### src/hw/rtl/tbg_pkg.sv
`timescale 1ns / 1ps
// Tone burst generator package: widths, register indexes, state record, sine table function.
package tbg_pkg;

	localparam int SAMPLE_RATE_DEF = 44100;
	localparam int SINE_DEPTH_DEF  = 1024;

	localparam int STEP_W = 32;
	localparam int PEAK_W = 15;
	localparam int LEN_W  = 20;
	localparam int SMP_W  = 16;

	localparam int          CFG_IDX_W = 2;
	localparam int          CFG_DAT_W = 32;
	localparam logic [1:0]  REG_PHASE_STEP = 2'd0;
	localparam logic [1:0]  REG_PEAK_AMP   = 2'd1;
	localparam logic [1:0]  REG_BURST_LEN  = 2'd2;

	localparam logic [PEAK_W-1:0] FULL_SCALE = 15'd32767;

	// Per-block sequencer state, kept in the state memory
	typedef struct packed {
		logic              running;
		logic [LEN_W-1:0]  sample_index;
		logic [STEP_W-1:0] phase_acc;
	} tbg_state_t;

	// Quarter-wave sine magnitude for a Q30 fraction of pi/2 (elaboration only)
	function automatic logic [PEAK_W-1:0] sine_q(input logic [31:0] f);
		logic [63:0] x;
		logic [63:0] x2;
		logic [63:0] p;
		logic [63:0] s;
		logic [63:0] v;
		x  = ({32'd0, f} * 64'd1686629713) >> 30;
		x2 = (x * x) >> 30;
		p  = 64'd1073741824;
		p  = 64'd1073741824 - ((x2 * p) >> 30) / 64'd110;
		p  = 64'd1073741824 - ((x2 * p) >> 30) / 64'd72;
		p  = 64'd1073741824 - ((x2 * p) >> 30) / 64'd42;
		p  = 64'd1073741824 - ((x2 * p) >> 30) / 64'd20;
		p  = 64'd1073741824 - ((x2 * p) >> 30) / 64'd6;
		s  = (x * p) >> 30;
		v  = (s * 64'd32767 + 64'd536870912) >> 30;
		if (v > 64'd32767) begin
			v = 64'd32767;
		end
		return v[PEAK_W-1:0];
	endfunction

endpackage

### src/hw/rtl/tbg_ram.sv
`timescale 1ns / 1ps
// Generic single-port-write, registered-read RAM.
module tbg_ram #(
	parameter  int WIDTH = 8,
	parameter  int DEPTH = 2,
	localparam int AW    = (DEPTH > 1) ? $clog2(DEPTH) : 1
) (
	input  logic             clk,
	input  logic             we,
	input  logic [AW-1:0]    waddr,
	input  logic [WIDTH-1:0] wdata,
	input  logic             re,
	input  logic [AW-1:0]    raddr,
	output logic [WIDTH-1:0] rdata
);

	logic [WIDTH-1:0] mem [DEPTH];

	always_ff @(posedge clk) begin
		if (we) begin
			mem[waddr] <= wdata;
		end
		if (re) begin
			rdata <= mem[raddr];
		end
	end

endmodule

### src/hw/rtl/tone_burst_generator.sv
`timescale 1ns / 1ps
// Tone burst generator top level: sequencer, state memory, sine ROM, gain divider.
//
//   channel   direction  handshake            beat contents
//   in        sink       in_valid / in_stall  start_req
//   out       source     out_valid/out_stall  sample, last_sample, idle
//   cfg       sink       cfg_valid/cfg_ready  cfg_index, cfg_data
//
// A sample tick passes through the LOAD, ROM, MUL1, MUL2, DIV and DONE states to
// the output register; a new input beat is taken only once the sequencer is back
// in idle, so ticks do not overlap. The DIV state runs the 15-step restoring divider.
// An idle tick (no burst running) goes from LOAD straight to DONE.
// Reset clears the config registers and marks the state memory entry invalid
// (reads as zero). in_stall is high while a tick is in work; a finished tick
// waits in the output register while out_stall is high.
module tone_burst_generator import tbg_pkg::*; #(
	parameter int SAMPLE_RATE_HZ   = SAMPLE_RATE_DEF,
	parameter int SINE_TABLE_DEPTH = SINE_DEPTH_DEF
) (
	input  logic                 clk,
	input  logic                 arst_n,
	input  logic                 in_valid,
	output logic                 in_stall,
	input  logic                 start_req,
	output logic                 out_valid,
	input  logic                 out_stall,
	output logic [SMP_W-1:0]     sample,
	output logic                 last_sample,
	output logic                 idle,
	input  logic                 cfg_valid,
	output logic                 cfg_ready,
	input  logic [CFG_IDX_W-1:0] cfg_index,
	input  logic [CFG_DAT_W-1:0] cfg_data
);

	localparam int IDX_W  = $clog2(SINE_TABLE_DEPTH);
	localparam int QB     = IDX_W - 2;
	localparam int QD     = 2 ** QB;
	localparam int FADE_W = $clog2(SAMPLE_RATE_HZ / 200 + 1);
	localparam int DV_W   = FADE_W + PEAK_W;
	localparam int NUM_W  = 2 * PEAK_W + FADE_W;
	localparam int QUO_W  = PEAK_W;
	localparam int CNT_W  = $clog2(QUO_W);
	localparam int ST_W   = $bits(tbg_state_t);

	localparam logic [LEN_W-3:0]  FADE_MAX_L = (LEN_W-2)'(SAMPLE_RATE_HZ / 200);
	localparam logic [FADE_W-1:0] FADE_MAX   = FADE_W'(SAMPLE_RATE_HZ / 200);
	localparam logic [PEAK_W-1:0] SINE_TOP   = sine_q(32'h4000_0000);
	localparam logic [CNT_W-1:0]  CNT_LAST   = CNT_W'(QUO_W - 1);

	localparam logic [2:0] S_IDLE = 3'd0;
	localparam logic [2:0] S_LOAD = 3'd1;
	localparam logic [2:0] S_ROM  = 3'd2;
	localparam logic [2:0] S_MUL1 = 3'd3;
	localparam logic [2:0] S_MUL2 = 3'd4;
	localparam logic [2:0] S_DIV  = 3'd5;
	localparam logic [2:0] S_DONE = 3'd6;

	logic [2:0] state_q;

	logic [STEP_W-1:0] phase_step_q;
	logic [PEAK_W-1:0] peak_q;
	logic [LEN_W-1:0]  len_q;

	logic start_q;
	logic st_valid_q;
	logic st_re;
	logic st_we;
	logic [ST_W-1:0] st_rdata;
	tbg_state_t st_cur;
	tbg_state_t st_wr;

	logic              run_q;
	logic [LEN_W-1:0]  n_q;
	logic [STEP_W-1:0] acc_q;
	logic [FADE_W-1:0] num_m_q;
	logic [FADE_W-1:0] den_q;
	logic              last_q;
	logic [QB-1:0]     rom_addr_q;
	logic              top_q;
	logic              neg_q;

	logic [PEAK_W-1:0]   mag_q;
	logic [2*PEAK_W-1:0] prod_q;
	logic [NUM_W-1:0]    rem_q;
	logic [NUM_W-1:0]    dsh_q;
	logic [QUO_W-1:0]    quo_q;
	logic [CNT_W-1:0]    cnt_q;

	logic              out_valid_q;
	logic [SMP_W-1:0]  sample_q;
	logic              last_sample_q;
	logic              idle_q;
	logic              out_free;

	// Load-stage decode
	logic              run_d;
	logic [LEN_W-1:0]  n_d;
	logic [STEP_W-1:0] acc_d;
	logic [FADE_W-1:0] fade_d;
	logic [FADE_W-1:0] num_m_d;
	logic [FADE_W-1:0] den_d;
	logic [IDX_W-1:0]  sidx_d;
	logic [QB-1:0]     j_d;
	logic [LEN_W-1:0]  n_inc;

	logic [PEAK_W-1:0] qrom [QD];

	genvar g;
	generate
		for (g = 0; g < QD; g++) begin : g_qrom
			assign qrom[g] = sine_q(32'(g) << (30 - QB));
		end
	endgenerate

	tbg_ram #(
		.WIDTH (ST_W),
		.DEPTH (1)
	) u_state_ram (
		.clk   (clk),
		.we    (st_we),
		.waddr ('0),
		.wdata (st_wr),
		.re    (st_re),
		.raddr ('0),
		.rdata (st_rdata)
	);

	assign cfg_ready   = 1'b1;
	assign in_stall    = (state_q != S_IDLE);
	assign out_valid   = out_valid_q;
	assign sample      = sample_q;
	assign last_sample = last_sample_q;
	assign idle        = idle_q;
	assign out_free    = !(out_valid_q && out_stall);
	assign st_re       = (state_q == S_IDLE) && in_valid;
	assign st_we       = (state_q == S_DONE) && out_free;
	assign n_inc       = n_q + LEN_W'(1);

	always_comb begin
		st_cur = st_valid_q ? tbg_state_t'(st_rdata) : '0;
		run_d  = st_cur.running;
		n_d    = st_cur.sample_index;
		acc_d  = st_cur.phase_acc;
		if (start_q) begin
			run_d = 1'b1;
			n_d   = '0;
			acc_d = '0;
		end
		if (n_d >= len_q) begin
			run_d = 1'b0;
		end
		if (len_q[LEN_W-1:2] > FADE_MAX_L) begin
			fade_d = FADE_MAX;
		end else begin
			fade_d = len_q[FADE_W+1:2];
		end
		if (fade_d != '0 && n_d < LEN_W'(fade_d)) begin
			num_m_d = n_d[FADE_W-1:0];
			den_d   = fade_d;
		end else if (fade_d != '0 && n_d >= len_q - LEN_W'(fade_d)) begin
			num_m_d = FADE_W'(len_q - n_d);
			den_d   = fade_d;
		end else begin
			num_m_d = FADE_W'(1);
			den_d   = FADE_W'(1);
		end
		sidx_d = acc_d[STEP_W-1 -: IDX_W];
		j_d    = sidx_d[QB-1:0];
	end

	always_comb begin
		if (run_q) begin
			st_wr.running      = (n_inc < len_q);
			st_wr.sample_index = n_inc;
			st_wr.phase_acc    = acc_q + phase_step_q;
		end else begin
			st_wr.running      = 1'b0;
			st_wr.sample_index = n_q;
			st_wr.phase_acc    = acc_q;
		end
	end

	always_ff @(posedge clk or negedge arst_n) begin
		if (!arst_n) begin
			phase_step_q <= '0;
			peak_q       <= '0;
			len_q        <= '0;
		end else if (cfg_valid) begin
			case (cfg_index)
				REG_PHASE_STEP: phase_step_q <= cfg_data[STEP_W-1:0];
				REG_PEAK_AMP:   peak_q       <= cfg_data[PEAK_W-1:0];
				REG_BURST_LEN:  len_q        <= cfg_data[LEN_W-1:0];
				default: ;
			endcase
		end
	end

	always_ff @(posedge clk or negedge arst_n) begin
		if (!arst_n) begin
			state_q     <= S_IDLE;
			st_valid_q  <= 1'b0;
			out_valid_q <= 1'b0;
		end else begin
			if (out_valid_q && !out_stall) begin
				out_valid_q <= 1'b0;
			end
			case (state_q)
				S_IDLE: begin
					if (in_valid) begin
						state_q <= S_LOAD;
					end
				end
				S_LOAD: begin
					state_q <= run_d ? S_ROM : S_DONE;
				end
				S_ROM:  state_q <= S_MUL1;
				S_MUL1: state_q <= S_MUL2;
				S_MUL2: state_q <= S_DIV;
				S_DIV: begin
					if (cnt_q == CNT_LAST) begin
						state_q <= S_DONE;
					end
				end
				S_DONE: begin
					if (out_free) begin
						out_valid_q <= 1'b1;
						st_valid_q  <= 1'b1;
						state_q     <= S_IDLE;
					end
				end
				default: state_q <= S_IDLE;
			endcase
		end
	end

	// Datapath, no reset
	always_ff @(posedge clk) begin
		case (state_q)
			S_IDLE: begin
				start_q <= start_req;
			end
			S_LOAD: begin
				run_q   <= run_d;
				n_q     <= n_d;
				acc_q   <= acc_d;
				num_m_q <= num_m_d;
				den_q   <= den_d;
				last_q  <= (n_d == len_q - LEN_W'(1));
				neg_q   <= sidx_d[IDX_W-1];
				// odd quadrants run the quarter table backward
				if (sidx_d[IDX_W-2]) begin
					top_q      <= (j_d == '0);
					rom_addr_q <= QB'(0) - j_d;
				end else begin
					top_q      <= 1'b0;
					rom_addr_q <= j_d;
				end
			end
			S_ROM: begin
				mag_q <= top_q ? SINE_TOP : qrom[rom_addr_q];
			end
			S_MUL1: begin
				prod_q <= (2*PEAK_W)'(mag_q) * (2*PEAK_W)'(peak_q);
			end
			S_MUL2: begin
				rem_q <= NUM_W'(prod_q) * NUM_W'(num_m_q);
				dsh_q <= NUM_W'(DV_W'(den_q) * DV_W'(FULL_SCALE)) << (QUO_W - 1);
				quo_q <= '0;
				cnt_q <= '0;
			end
			S_DIV: begin
				if (rem_q >= dsh_q) begin
					rem_q <= rem_q - dsh_q;
					quo_q <= {quo_q[QUO_W-2:0], 1'b1};
				end else begin
					quo_q <= {quo_q[QUO_W-2:0], 1'b0};
				end
				dsh_q <= dsh_q >> 1;
				cnt_q <= cnt_q + CNT_W'(1);
			end
			S_DONE: begin
				if (out_free) begin
					if (run_q) begin
						sample_q <= neg_q ? (SMP_W'(0) - {1'b0, quo_q}) : {1'b0, quo_q};
					end else begin
						sample_q <= '0;
					end
					last_sample_q <= run_q && last_q;
					idle_q        <= !run_q;
				end
			end
			default: ;
		endcase
	end

`ifndef SYNTHESIS
	a_idle_is_silent: assert property (@(posedge clk) disable iff (!arst_n)
		out_valid && idle |-> sample == '0 && !last_sample)
		else $error("idle beat carries a nonzero sample or last flag");

	a_within_peak: assert property (@(posedge clk) disable iff (!arst_n)
		out_valid && !idle |->
			(sample[SMP_W-1] ? (SMP_W'(0) - sample) : sample) <= {1'b0, peak_q})
		else $error("sample magnitude exceeds peak amplitude");

	a_wb_gives_beat: assert property (@(posedge clk) disable iff (!arst_n)
		st_we |=> out_valid && state_q == S_IDLE)
		else $error("state write-back without an output beat");

	a_quo_bounded: assert property (@(posedge clk) disable iff (!arst_n)
		state_q == S_DONE && run_q |-> quo_q <= peak_q)
		else $error("divider quotient above peak amplitude");
`endif

endmodule
### config.mk
export PLATFORM = sky130hd
export DESIGN_NAME = tone_burst_generator
export DESIGN_NICKNAME = d
export VERILOG_FILES = /design/src/hw/rtl/tbg_pkg.sv /design/src/hw/rtl/tbg_ram.sv /design/src/hw/rtl/tone_burst_generator.sv
export SDC_FILE = /design/constraint.sdc
export NUM_CORES = 2
export LEC_CHECK = 0
export BUFFER_PORTS_ARGS = -buffer_cell sky130_fd_sc_hd__buf_2
export CORE_MARGIN = 4
export CORE_UTILIZATION = 45
export DETAILED_ROUTE_END_ITERATION = 16
export SETUP_SLACK_MARGIN = 0.02
export SLEW_MARGIN = 40
export SYNTH_ARGS = -nofsm -noshare
export SYNTH_HDL_FRONTEND = slang
export SYNTH_SLANG_ARGS = --single-unit
### constraint.sdc
create_clock -name clk -period 8.4 [get_ports clk]
set_clock_uncertainty 0.15 [all_clocks]
set_input_delay 0.84 -clock clk [delete_from_list [all_inputs] [get_ports clk]]
set_output_delay 0.84 -clock clk [all_outputs]
set_load 0.01 [all_outputs]
==> impl_metrics.tcl <==
set metrics [dict create \
    required_ns 8.62 \
    synth_warnings 0 \
    synth_cell_types 81 \
    wl_mm 106.0 \
    die_h_um 312.0 \
    tightest_slew_ns 0.9343 \
    vias 31119 \
    synth.cell_area_um2 41600 \
    critical_path.max_stage_delay_ns 0.73 \
    row_count 111 \
    cts_resized 0 \
    dp_cells 5436 \
    clk_latency_ns 0.62 \
    vias_per_cell 5.629 \
    finalCriticalPeriod_ns 6.542 \
    setup_tns_ns 0 \
    postCtsSetupBuffers 0 \
    synth-edff-count 342 \
    finalSetupViolCount 0 \
    crit_slowest_cell "dfrtp_1" \
    grt_max_degree 91 \
    cts_buffers 48 \
    die_x_um 312.0 \
    clock_sinks 414 \
    status "finished, final reports clean" \
    synth_area_leaders "edfxtp_1 (25%), fa_1 (18%), ha_1 (11%), nand2_1 (4.7%), dfrtp_1 (4.3%)" \
    drtPass1Iterations 6 \
    yosys-top-cells-count "nand2_1 (518), inv_1 (475), fa_1 (368)" \
    hold_class "in -> reg" \
    finalNonFillerCells 5528 \
    gp_congestion 0.9256 \
    ctsHoldBuffers 0 \
    preCtsSetupSlack_ns 1.844 \
    fin_ws_ns 1.858 \
    antenna_cells 0 \
    cts.path.max_buffers 3 \
    start_util_pct 45.38 \
    synth_top_area_cell "edfxtp_1" \
    routedWlPerCell_um 19.17 \
    start_kind "register" \
    fmax_mhz 152.9 \
    syn2layout_area_growth_pct 7.405 \
    hold_viol_final 0 \
    path_delay_family "adder cells" \
    rsz0062_at_grt "false" \
    cp-end-kind "register" \
    path_buf_inv 3 \
    crit_arrival_ns 6.76 \
    cap_violations 0 \
    path_max_fanout 16 \
    drv_slew 0 \
    grt.overflow.total 0 \
    synth_nets 5119 \
    maxSlewHeadroom_pct 37.49 \
    grt_pass1_vias 31185 \
    h-tree-depth 2 \
    ys.flop_type "edfxtp_1" \
    drtIter0Drc 2495 \
    route.met2.wl_mm 47.65 \
    antenna_found_initial 3 \
    core_area_um2 91660 \
    async_reset_ff_share_pct 17.39 \
    crit_path_frequent_cell "fa_1" \
    critical_path_class "reg -> reg" \
    synthCells 4352 \
    ios 61 \
    die-area_um2 97370 \
    cts-root-buf "clkbuf_16" \
    fin_crit_sh_pct 77.88 \
    dp_hpwl_mm 78.48 \
    grt_usage_pct 21.65 \
    drc 0 \
    num-nets-final 5069 \
    cts_tree "yes" \
    crit_chain "nand2_1 -> fa_1 -> inv_1 -> fa_1 -> inv_1 -> fa_1 -> inv_1 -> fa_1 -> fa_1 -> fa_1 -> ha_1 -> a21o_1 -> a21oi_1 -> o21bai_1 -> a221o_1 -> a22oi_1 -> nand2_1 -> a311oi_1 -> a21oi_1 -> xnor2_1" \
    synth_most_common_cell "nand2_1" \
    fillerInstances 8611 \
    wl_met1_mm 49.66 \
    routed-wl-met3_mm 5.797 \
    synth_top_area_share_pct 24.69 \
    ant_nets 0 \
    synth-seq-cells 414 \
    seq_area_frac_synth_pct 29.02 \
    highest_layer "met5" \
    portBuffers 59 \
    drive_gt1_share_pct 7.070 \
    grt_pass1_wl_mm 172.4 \
    clk_pin_slew_ns 0.07 \
    syn_area_per_cell_um2 9.559 \
]
-- cell families after synthesis --
| kind of cell | share of synthesized area, % |
|---|---|
| XOR/XNOR | 5.011 |
| buffers and inverters | 6.100 |
| AND/OR/NAND/NOR | 14.98 |
| adder cells (fa/ha/maj) | 28.53 |
| AO/OA/AOI/OAI | 13.17 |
| multiplexers | 3.173 |
| other | 0.009015 |
| flip-flops | 29.02 |
-- worst paths after layout --
kind / depth (start not counted) / from / slack, ns / endpoint
setup / recovery: 20 / peak_q[6]$_DFFE_PN0P_ / 1.86 / prod_q[28]$_DFFE_PP_
hold / removal: 1 / start_req / 0.26 / start_q$_DFFE_PN_
setup reg to reg: 20 / peak_q[6]$_DFFE_PN0P_ / 1.86 / prod_q[28]$_DFFE_PP_
hold reg to reg: 0 / u_state_ram.mem[0][43]$_DFFE_PP_ / 0.26 / u_state_ram.rdata[43]$_DFFE_PP_
max in group asynchronous: 3 / arst_n / 7.04 / state_q[0]$_DFFE_PN0P_
min in group asynchronous: 2 / arst_n / 0.48 / phase_step_q[19]$_DFFE_PN0P_
-- final cells by class --
cell class / instances / area, um2 / share of cell area, %
clock inverters: 24 / 276.5 / 0.6189
well taps: 1186 / 1484 / 3.321
repair buffers: 96 / 616.8 / 1.381
multi-input cells: 3265 / 27070 / 60.58
clock buffers: 66 / 1370 / 3.066
flip-flops and latches: 414 / 12070 / 27.02
inverters: 477 / 1792 / 4.010
-- placed cells by master (no fill, tap or decap), drive strengths merged, types with 31 or more instances in the layout --
master  instances
a211oi         45
a21o           73
a21oi         253
and2          241
and3           46
buf            95
clkbuf         66
dfrtp          72
edfxtp        342
fa            368
ha            359
inv           482
mux2           91
nand2         518
nand3          63
nor2          258
nor2b          31
nor3           51
o21ai         207
xnor2         153
xor2           85
-- flip-flops by register name (all words and copies together) (netlist names), 30 cells and up --
name               count
u_state_ram.mem       53
u_state_ram.rdata     53
rem_q                 38
dsh_q                 37
acc_q                 32
phase_step_q          32
prod_q                30
-- stage by stage --
stage	cell area [um2]	utilization [%]	hold WS, ns
after floorplan	41600	-	0.2503
after global placement	42940	46.85	0.2502
after detailed placement	42990	46.90	0.2545
after CTS	44630	48.69	0.1197
after global routing	44680	48.74	0.2326
final	44680	48.74	0.2597
-- per-layer routing --
metal	up-vias	track usage, %
met5	-	0
met4	2	5.651
met3	209	2.831
met2	947	34.33
met1	15193	31.47
li1	14768	-
Power is left out: the tool's default activity adds up to more than one toggle a clock period on the data nets, which glitch-free logic cannot reach.
